### src/hdl/sfkr_pkg.sv
// shared constants, command codes and cell control type for the keyed queue
// no dependencies
package sfkr_pkg;

  localparam int QUEUE_DEPTH  = 16;
  localparam int ID_BITS      = 16;
  localparam int PAYLOAD_BITS = 32;
  localparam int COUNT_BITS   = $clog2(QUEUE_DEPTH + 1);

  typedef enum logic [1:0] {
    ACT_PUSH   = 2'd0,
    ACT_POP    = 2'd1,
    ACT_FIND   = 2'd2,
    ACT_REMOVE = 2'd3
  } sfkr_action_t;

  typedef struct packed {
    logic load;   // take the pushed record
    logic shift;  // take the record of the next cell toward the tail
  } sfkr_ctrl_t;

endpackage

### src/hdl/sfkr_cell.sv
// one queue slot: occupancy, identifier, payload and key compare
// depends on sfkr_pkg
module sfkr_cell (
  input  logic                            clk,
  input  logic                            rst,
  input  sfkr_pkg::sfkr_ctrl_t            ctrl,
  input  logic [sfkr_pkg::ID_BITS-1:0]      new_id,
  input  logic [sfkr_pkg::PAYLOAD_BITS-1:0] new_payload,
  input  logic                            nb_valid,
  input  logic [sfkr_pkg::ID_BITS-1:0]      nb_id,
  input  logic [sfkr_pkg::PAYLOAD_BITS-1:0] nb_payload,
  input  logic [sfkr_pkg::ID_BITS-1:0]      key,
  output logic                            valid,
  output logic [sfkr_pkg::ID_BITS-1:0]      id,
  output logic [sfkr_pkg::PAYLOAD_BITS-1:0] payload,
  output logic                            match
);
  import sfkr_pkg::*;

  always_ff @(posedge clk) begin
    if (rst) begin
      valid <= 1'b0;
    end else if (ctrl.shift) begin
      valid <= nb_valid;
    end else if (ctrl.load) begin
      valid <= 1'b1;
    end
  end

  always_ff @(posedge clk) begin
    if (ctrl.shift) begin
      id      <= nb_id;
      payload <= nb_payload;
    end else if (ctrl.load) begin
      id      <= new_id;
      payload <= new_payload;
    end
  end

  assign match = valid && (id == key);

endmodule

### src/hdl/searchable_fifo_with_keyed_removal.sv
// keyed queue: one command per transfer, result registered on acceptance
// throughput one command per cycle while the result side takes every cycle
// every cell compares its key in parallel; removal shifts the later cells forward
// synchronous active-high reset empties the queue and drops any pending result
// depends on sfkr_pkg and sfkr_cell
module searchable_fifo_with_keyed_removal (
  input  logic                              clk,
  input  logic                              rst,
  input  logic                              in_valid,
  output logic                              in_ready,
  input  logic [1:0]                        action,
  input  logic [sfkr_pkg::ID_BITS-1:0]      item_id,
  input  logic [sfkr_pkg::PAYLOAD_BITS-1:0] item_payload,
  output logic                              out_valid,
  input  logic                              out_ready,
  output logic                              hit,
  output logic [sfkr_pkg::PAYLOAD_BITS-1:0] hit_payload,
  output logic                              push_dropped,
  output logic                              queue_empty,
  output logic [sfkr_pkg::ID_BITS-1:0]      head_id,
  output logic [sfkr_pkg::PAYLOAD_BITS-1:0] head_payload,
  output logic [sfkr_pkg::COUNT_BITS-1:0]   record_count
);
  import sfkr_pkg::*;

  logic [QUEUE_DEPTH-1:0]  cell_valid;
  logic [QUEUE_DEPTH-1:0]  cell_match;
  logic [ID_BITS-1:0]      cell_id      [QUEUE_DEPTH];
  logic [PAYLOAD_BITS-1:0] cell_payload [QUEUE_DEPTH];
  sfkr_ctrl_t              cell_ctrl    [QUEUE_DEPTH];

  logic [QUEUE_DEPTH-1:0]  tail_slot;
  logic [QUEUE_DEPTH-1:0]  first_hit;
  logic [QUEUE_DEPTH-1:0]  rm_shift;
  logic                    any_hit;
  logic [PAYLOAD_BITS-1:0] sel_payload;
  logic                    xfer_in;
  logic                    is_full;
  sfkr_action_t            act;
  logic [COUNT_BITS-1:0]   count, count_next;
  logic                    do_load;
  logic [QUEUE_DEPTH-1:0]  shift_vec;
  logic                    hit_next, dropped_next;

  assign act     = sfkr_action_t'(action);
  assign xfer_in = in_valid && in_ready;
  assign in_ready = !out_valid || out_ready;
  assign is_full = (count == COUNT_BITS'(QUEUE_DEPTH));

  // first empty slot after the occupied prefix; none when full
  assign tail_slot = ~cell_valid & {cell_valid[QUEUE_DEPTH-2:0], 1'b1};

  // lowest matching slot, and every slot from it toward the tail
  assign any_hit   = |cell_match;
  assign first_hit = cell_match & (~cell_match + 1'b1);
  assign rm_shift  = ~(first_hit - 1'b1);

  always_comb begin
    sel_payload = '0;
    for (int i = 0; i < QUEUE_DEPTH; i++) begin
      sel_payload = sel_payload | ({PAYLOAD_BITS{first_hit[i]}} & cell_payload[i]);
    end
  end

  always_comb begin
    do_load      = 1'b0;
    shift_vec    = '0;
    hit_next     = 1'b0;
    dropped_next = 1'b0;
    count_next   = count;
    unique case (act)
      ACT_PUSH: begin
        do_load      = !is_full;
        dropped_next = is_full;
        if (!is_full) begin
          count_next = count + 1'b1;
        end
      end
      ACT_POP: begin
        shift_vec = {QUEUE_DEPTH{cell_valid[0]}};
        if (cell_valid[0]) begin
          count_next = count - 1'b1;
        end
      end
      ACT_FIND: begin
        hit_next = any_hit;
      end
      ACT_REMOVE: begin
        hit_next  = any_hit;
        shift_vec = rm_shift;
        if (any_hit) begin
          count_next = count - 1'b1;
        end
      end
      default: begin
        do_load = 1'b0;
      end
    endcase
  end

  for (genvar g = 0; g < QUEUE_DEPTH; g++) begin : g_cell
    logic                    nb_valid;
    logic [ID_BITS-1:0]      nb_id;
    logic [PAYLOAD_BITS-1:0] nb_payload;

    if (g == QUEUE_DEPTH - 1) begin : g_last
      assign nb_valid   = 1'b0;
      assign nb_id      = '0;
      assign nb_payload = '0;
    end else begin : g_mid
      assign nb_valid   = cell_valid[g+1];
      assign nb_id      = cell_id[g+1];
      assign nb_payload = cell_payload[g+1];
    end

    assign cell_ctrl[g].load  = xfer_in && do_load && tail_slot[g];
    assign cell_ctrl[g].shift = xfer_in && shift_vec[g];

    sfkr_cell u_cell (
      .clk         (clk),
      .rst         (rst),
      .ctrl        (cell_ctrl[g]),
      .new_id      (item_id),
      .new_payload (item_payload),
      .nb_valid    (nb_valid),
      .nb_id       (nb_id),
      .nb_payload  (nb_payload),
      .key         (item_id),
      .valid       (cell_valid[g]),
      .id          (cell_id[g]),
      .payload     (cell_payload[g]),
      .match       (cell_match[g])
    );
  end

  always_ff @(posedge clk) begin
    if (rst) begin
      count     <= '0;
      out_valid <= 1'b0;
    end else begin
      if (xfer_in) begin
        count <= count_next;
      end
      if (xfer_in) begin
        out_valid <= 1'b1;
      end else if (out_ready) begin
        out_valid <= 1'b0;
      end
    end
  end

  always_ff @(posedge clk) begin
    if (xfer_in) begin
      hit          <= hit_next;
      hit_payload  <= hit_next ? sel_payload : '0;
      push_dropped <= dropped_next;
    end
  end

  // state only moves on an input transfer, which waits for the result to go
  assign queue_empty  = !cell_valid[0];
  assign head_id      = cell_valid[0] ? cell_id[0] : '0;
  assign head_payload = cell_valid[0] ? cell_payload[0] : '0;
  assign record_count = count;

endmodule

### config.mk
export PLATFORM = sky130hd
export DESIGN_NAME = searchable_fifo_with_keyed_removal
export DESIGN_NICKNAME = d
export VERILOG_FILES = /design/src/hdl/sfkr_pkg.sv /design/src/hdl/sfkr_cell.sv /design/src/hdl/searchable_fifo_with_keyed_removal.sv
export SDC_FILE = /design/constraint.sdc
export NUM_CORES = 1
export LEC_CHECK = 0
export BUFFER_PORTS_ARGS = -buffer_cell sky130_fd_sc_hd__clkbuf_2
export CAP_MARGIN = 20
export CORE_MARGIN = 2
export CORE_UTILIZATION = 25
export DETAILED_ROUTE_END_ITERATION = 8
export PLACE_DENSITY = 0.45
export SYNTH_ARGS = -nofsm -noshare
export SYNTH_HDL_FRONTEND = slang
export SYNTH_HIERARCHICAL = 1
export SYNTH_SLANG_ARGS = --single-unit
### constraint.sdc
create_clock -name clk -period 4.4 [get_ports clk]
set_input_delay 0.66 -clock clk [delete_from_list [all_inputs] [get_ports clk]]
set_output_delay 0.66 -clock clk [all_outputs]
set_load 0.03 [all_outputs]
==> results of run 1 <==
-- power by group --
group / internal (mW) / total [mW] / leakage [nW] / switching, mW
Sequential: 8.84 / 8.94 / 7.50 / 0.0944
Combinational: 0.634 / 1.41 / 7.26 / 0.772
Clock: 4.35 / 7.81 / 1.43 / 3.46
-- registers in the layout (all words and copies together) (netlist names) --
register,count
g_cell.u_cell/id,256
out_valid,1
record_count,5
push_dropped,1
hit_payload,32
g_cell.u_cell/valid,16
hit,1
g_cell.u_cell/payload,512
-- kinds of logic (layout without fill, tap and decap cells) --
logic type,Yosys count,count (layout)
buffers and inverters,245,588
xor gates and xnor gates,260,260
muxes,771,771
other,1,50
AOI/OAI and AO/OA,419,419
adders and majority gates,4,4
and+or+nand+nor,468,468
DFF,824,824
-- layer usage --
layer / track usage / routed length (µm) / vias to the layer above
met5: 0 / 85 / -
met4: 0.0465 / 3270 / 16
met3: 0.0284 / 7600 / 187
met2: 0.251 / 62200 / 716
met1: 0.221 / 63300 / 13500
li1: - / - / 12100
-- cell usage in the layout, fill, tap and decap left out, types with 22 or more instances in the layout --
master,count
edfxtp_1,802
mux2_2,768
xnor2_1,196
a21oi_1,149
buf_4,146
clkbuf_2,143
nor2_1,125
nand2_1,117
clkbuf_16,99
buf_12,74
o21ai_0,65
a22oi_1,64
a221oi_1,64
xor2_1,64
conb_1,49
nand4_1,48
nor3b_1,46
clkbuf_1,44
inv_1,41
nand3b_1,32
o31ai_1,32
a221o_1,32
dfxtp_1,22
-- worst max-delay path: stages, from the launching register on --
cell	delay (ps)
edfxtp_1	410
xor2_1	160
nor4_1	310
buf_4	160
nand4_1	170
nor4_4	380
buf_4	210
nor2_1	50
and3_2	450
buf_4	280
a221o_1	420
a221oi_1	320
a21oi_1	160
-- metrics by stage --
stage	hold slack (ps)	utilization	std cells	TNS, ps
final	189	0.303	5588	0
after global routing	176	0.303	5587	0
after CTS	122	0.303	5587	0
after detailed placement	503	0.285	5405	-6060
after floorplan	504	-	3040	0
after global placement	495	0.285	5405	-10070
-- layout make-up --
cell class / count / area (µm²) / share of cell area
Inverter: 43 / 161 / 0.00320
Tap cell: 2204 / 2760 / 0.0546
Clock inverter: 36 / 318 / 0.00630
Antenna cell: 1 / 2.50 / 0.0000496
Sequential cell: 824 / 24500 / 0.486
Clock buffer: 146 / 2680 / 0.0532
Multi-Input combinational cell: 1971 / 16700 / 0.332
Timing Repair Buffer: 363 / 3290 / 0.0652
-- how the worst max path moves through the flow --
| stage | cells after the start | to | startpoint | slack [ps] |
|---|---|---|---|---|
| 3_3_place_gp | 16 | g_cell[14].u_cell/payload[22]$_DFFE_PP_ | item_id[15] | -140 |
| 5_1_grt | 14 | g_cell[14].u_cell/payload[22]$_DFFE_PP_ | g_cell[0].u_cell/id[15]$_DFFE_PP_ | 260 |
| 3_5_place_dp | 16 | g_cell[14].u_cell/payload[25]$_DFFE_PP_ | item_id[15] | -120 |
| 2_1_floorplan | 15 | g_cell[14].u_cell/id[0]$_DFFE_PP_ | item_id[15] | 280 |
| 6_report | 12 | hit_payload[22]$_SDFFCE_PN0P_ | g_cell[1].u_cell/id[15]$_DFFE_PP_ | 610 |
| 4_1_cts | 12 | hit_payload[22]$_SDFFCE_PN0P_ | g_cell[1].u_cell/id[15]$_DFFE_PP_ | 500 |
==> results.py, run 1 <==
metrics = {
    "floorplanning": {
        "die_h_um": 413,
        "die_area_um2": 171000,
        "rows": 150,
        "start_util": 0.251,
        "core_um2": 167000,
        "die_w_um": 413,
        "io_pins": 144,
    },
    "synth": {
        "yosysTopAreaCell": "edfxtp_1",
        "synth_top_area_share": 0.576,
        "synth-simple-area-share": 0.0594,
        "synthCells": 2992,
        "syn-cell-area_um2": 41800,
        "async_reset_ff_frac": 0,
        "ys_ff_latch": 824,
        "synth-edff-count": 802,
        "synth_ff_type": "edfxtp_1",
        "synth_top_family_by_area": "multiplexers",
        "synth_warnings": 6,
        "muxShareOfSynthArea": 0.207,
        "synth_adder_area_share": 0.00138,
        "yosys-top-cells-area": "edfxtp_1 (58%), mux2_2 (21%), xnor2_1 (4.1%), a21oi_1 (1.8%), a221oi_1 (1.3%)",
        "ys_types": 43,
        "synth.most_common_cell": "edfxtp_1",
        "synth-xor-area-share": 0.0544,
        "synth_compound_area_frac": 0.0663,
        "synth_commonest_cells": "edfxtp_1 (802), mux2_2 (768), xnor2_1 (196)",
        "ys_seq_area_frac": 0.586,
        "syn_area_per_cell_um2": 14.0,
    },
    "routing": {
        "drtIter0Drc": 2000,
        "wl_per_cell_um": 24.4,
        "drt-total-wl_um": 137000,
        "drt.antenna.violating_nets": 0,
        "vias": 26500,
        "firstDrtPassIters": 5,
        "routed_via_density": 4.74,
        "drcViolationCount": 0,
    },
    "global_routing": {
        "grt_antenna_before_repair": 11,
        "first_global_vias": 27100,
        "grt_max_degree": 97,
        "grt_pass1_wl_um": 198000,
        "grt_usage": 0.159,
        "overflow": 0,
    },
    "worst_hold_path": {
        "whs_endpoint": "out_valid$_SDFFE_PP0P_",
        "min_from": "in_valid",
        "min_path_type": "in -> reg",
        "hold_depth": 3,
    },
    "timing": {
        "drv_slew": 0,
        "setup_ws_ps": 614,
        "worst_pin_slew_ps": 1020,
        "hold_viol": 0,
        "setup_viol": 0,
        "min_period_ps": 3790,
        "max_freq_mhz": 264,
        "slew_headroom": 0.323,
        "fin_skew_ps": 47.0,
        "rsz0062_at_grt": "no",
        "timing.final.crit_share": 0.860,
    },
    "setup_path": {
        "reg2reg_depth": 12,
        "r2r-end": "hit_payload[22]$_SDFFCE_PN0P_",
        "worstSetupEndpointType": "register",
        "crit_fanout": 16,
        "worstSetupPathType": "reg -> reg",
        "crit_required_ps": 4840,
        "startpoint_type": "register",
        "r2r_start": "g_cell[1].u_cell/id[15]$_DFFE_PP_",
        "critPathArrivalTime_ps": 4220,
        "ff2ff_setup_slack_ps": 610,
    },
    "cts": {
        "clk_latency_ps": 730,
        "cts-resized-gates": 0,
        "postCtsSetupBuffers": 0,
        "path_clk_slew_ps": 60,
        "clock_tree.buffer_depth": 3,
        "cts_hold_buf": 0,
        "numCtsBuffers": 99,
        "cts_tree": "built",
        "clkSinkCount": 824,
        "ctsRootBufferMaster": "clkbuf_16",
        "htree_levels": 3,
    },
    "layout": {
        "fin_area_um2": 50500,
        "drive_gt1_frac": 0.390,
        "fin_nets": 3360,
        "syn2layout_area_growth_pct": 20.7,
        "n_fill_cell": 16900,
    },
    "place": {
        "place.gp.congestion": 0.778,
        "numPortBuffers": 143,
        "placed_area_um2": 47500,
        "dp_slack_ps": -121,
        "dp_hpwl_um": 91100,
    },
    "pwr": {
        "totalPowerFinal_mw": 18.2,
        "p_leak_nw": 16.2,
        "power_density_nw_per_um2": 360,
        "irDropWorstVdd_v": 0.000271,
    },
    "outcome": {
        "run_status": "completed",
    },
    "flow_run": {
        "cap_violations": 0,
    },
}
Power figures use the tool's default switching activity.
==> run 2: changes to the inputs <==
Settings changed: ABC_AREA from default to 1.
==> run 2 against run 1 <==
  * First-iteration DRC count is 58% higher
  * Setup slack better by 340 ps
  * Critical path depth is 6 higher
  * Sequential share of layout area is 1.9 points lower
  * Fmax is 9.8% higher
  * Die area is 8.0% higher
  * Cell count is 52% higher
  * Flip-flop and latch count stayed put
  * Via count is 38% higher
  * Largest power group unchanged
==> results.py, run 2 <==
metrics = {
    "timing": {
        "min_period_ps": 3450,
        "setup_ws_ps": 951,
        "fin_hold_ws_ps": 262,
        "setup_viol": 0,
        "worst_pin_slew_ps": 1050,
        "max_freq_mhz": 290,
        "fin_skew_ps": 22.7,
        "hold_viol": 0,
        "drv_slew": 0,
        "rsz0062_at_grt": "no",
        "timing.final.crit_share": 0.784,
        "slew_headroom": 0.301,
        "final.setup.tns_ps": 0,
    },
    "routing": {
        "drt-total-wl_um": 140000,
        "wl_per_cell_um": 16.5,
        "drtIter0Drc": 3151,
        "routed_via_density": 4.29,
        "firstDrtPassIters": 6,
        "vias": 36500,
        "drcViolationCount": 0,
        "drt.antenna.violating_nets": 0,
    },
    "cts": {
        "numCtsBuffers": 99,
        "clkSinkCount": 824,
        "clock_tree.buffer_depth": 3,
        "htree_levels": 3,
        "cts_hold_buf": 0,
        "cts_tree": "built",
        "cts-resized-gates": 0,
        "ctsRootBufferMaster": "clkbuf_16",
        "path_clk_slew_ps": 60,
        "clk_latency_ps": 690,
        "postCtsSetupBuffers": 0,
    },
    "synth": {
        "synth.most_common_cell": "nand2_1",
        "synth_ff_type": "edfxtp_1",
        "syn_area_per_cell_um2": 7.71,
        "synth_warnings": 6,
        "yosys-top-cells-area": "edfxtp_1 (53%), nand2_1 (26%), inv_1 (4.3%), nand3_1 (3.9%), nor2_1 (3.9%)",
        "syn-cell-area_um2": 45200,
        "synth-edff-count": 802,
        "synth_top_area_share": 0.532,
        "ys_seq_area_frac": 0.542,
        "ys_ff_latch": 824,
        "synthCells": 5863,
        "ys_types": 34,
        "yosysTopAreaCell": "edfxtp_1",
        "synth_commonest_cells": "nand2_1 (3099), edfxtp_1 (802), inv_1 (519)",
        "async_reset_ff_frac": 0,
    },
    "place": {
        "dp.cells": 8322,
        "dp_slack_ps": 168,
        "placed_area_um2": 49600,
        "numPortBuffers": 143,
        "dp_hpwl_um": 105000,
        "place.gp.congestion": 0.849,
    },
    "layout": {
        "regMostFlops": "g_cell.u_cell/payload",
        "n_fill_cell": 19300,
        "utilization": 0.292,
        "final_common_cell": "nand2_1",
        "syn2layout_area_growth_pct": 16.3,
        "fin_nets": 6112,
        "final_cells": 8496,
        "reg_top3": "g_cell.u_cell/payload x512, g_cell.u_cell/id x256, hit_payload x32",
        "fin_area_um2": 52600,
        "largest_register_ffs": 512,
        "final_cell_mix": "nand2_1 (3099), edfxtp_1 (802), inv_1 (519)",
        "drive_gt1_frac": 0.0836,
        "diodes": 0,
    },
    "floorplanning": {
        "die_h_um": 429,
        "start_util": 0.251,
        "io_pins": 144,
        "die_w_um": 429,
        "die_area_um2": 184000,
        "rows": 156,
        "core_um2": 180000,
    },
    "pwr": {
        "p_leak_nw": 24.1,
        "power_density_nw_per_um2": 339,
        "totalPowerFinal_mw": 17.8,
        "irDropWorstVdd_v": 0.000255,
    },
    "flow_run": {
        "cap_violations": 0,
    },
    "global_routing": {
        "grt_max_degree": 65,
        "grt_antenna_before_repair": 5,
        "first_global_vias": 34200,
        "grt_usage": 0.149,
        "overflow": 0,
        "grt_pass1_wl_um": 214000,
    },
    "setup_path": {
        "startpoint_type": "register",
        "critPathArrivalTime_ps": 4000,
        "crit_required_ps": 4950,
        "worstSetupPathType": "reg -> reg",
        "worstSetupEndpointType": "register",
        "crit_fanout": 18,
    },
    "worst_hold_path": {
        "min_path_type": "in -> reg",
    },
    "outcome": {
        "run_status": "completed",
    },
}
run 2: changes by cell type after synthesis, sizes merged, moves of 195 or more:
cell / before / now
inv: 42 / 538
mux2: 768 / 0
nand2: 117 / 3105
nand3: 2 / 350
nor2: 135 / 474
xnor2: 196 / 1
run 2: cells by family after synthesis:
logic type               share of synthesized area
other                                    0.0000829
XOR/XNOR                                   0.00988
AND/OR/NAND/NOR                              0.359
flip-flops                                   0.542
AO/OA/AOI/OAI                               0.0119
adder cells (fa/ha/maj)                    0.00127
buffers and inverters                       0.0760
run 2: final timing paths:
path	startpoint	to	slack, ps	cells after the start
worst max-delay path	g_cell[1].u_cell/valid$_SDFFE_PP0P_	hit_payload[11]$_SDFFCE_PN0P_	950	18
worst min-delay path	in_valid	out_valid$_SDFFE_PP0P_	260	3
worst max register to register	g_cell[1].u_cell/valid$_SDFFE_PP0P_	hit_payload[11]$_SDFFCE_PN0P_	950	18
worst min register to register	record_count[2]$_SDFFE_PP0P_	record_count[2]$_SDFFE_PP0P_	500	2
run 2: final cells by class:
class	count	area, µm²	share of cell area
Clock buffer	131	2650	0.0504
Clock inverter	42	377	0.00716
Inverter	538	2020	0.0384
Multi-Input combinational cell	4290	17700	0.336
Sequential cell	824	24500	0.466
Tap cell	2370	2970	0.0564
Timing Repair Buffer	301	2390	0.0454
run 2: layer usage:
metal | up-vias | global-route usage | wire length (µm)
met5 | - | 0 | 27
met4 | 6 | 0.0390 | 2970
met3 | 161 | 0.0216 | 8820
met2 | 1015 | 0.225 | 59200
met1 | 16500 | 0.221 | 68900
li1 | 18800 | - | -
run 2: where the power goes:
part / internal (mW) / switching, mW / leakage (nW)
combinational: 0.341 / 0.794 / 15.2
sequential: 8.73 / 0.0609 / 7.45
clock: 4.55 / 3.35 / 1.47
total: 13.6 / 4.20 / 24.1
run 2: critical path, stage by stage, from the launching register on:
cell	delay, ps
dfxtp_1	510
nand2_1	110
nor2_1	100
nand2_1	50
nor2_1	150
nand2_1	70
nor2_1	220
buf_4	240
inv_1	60
nor2_2	700
buf_4	300
nand2_1	90
nand2_1	90
inv_1	40
nand3_1	170
nor2_1	90
nand3_1	120
nor2_1	80
nor2_1	90
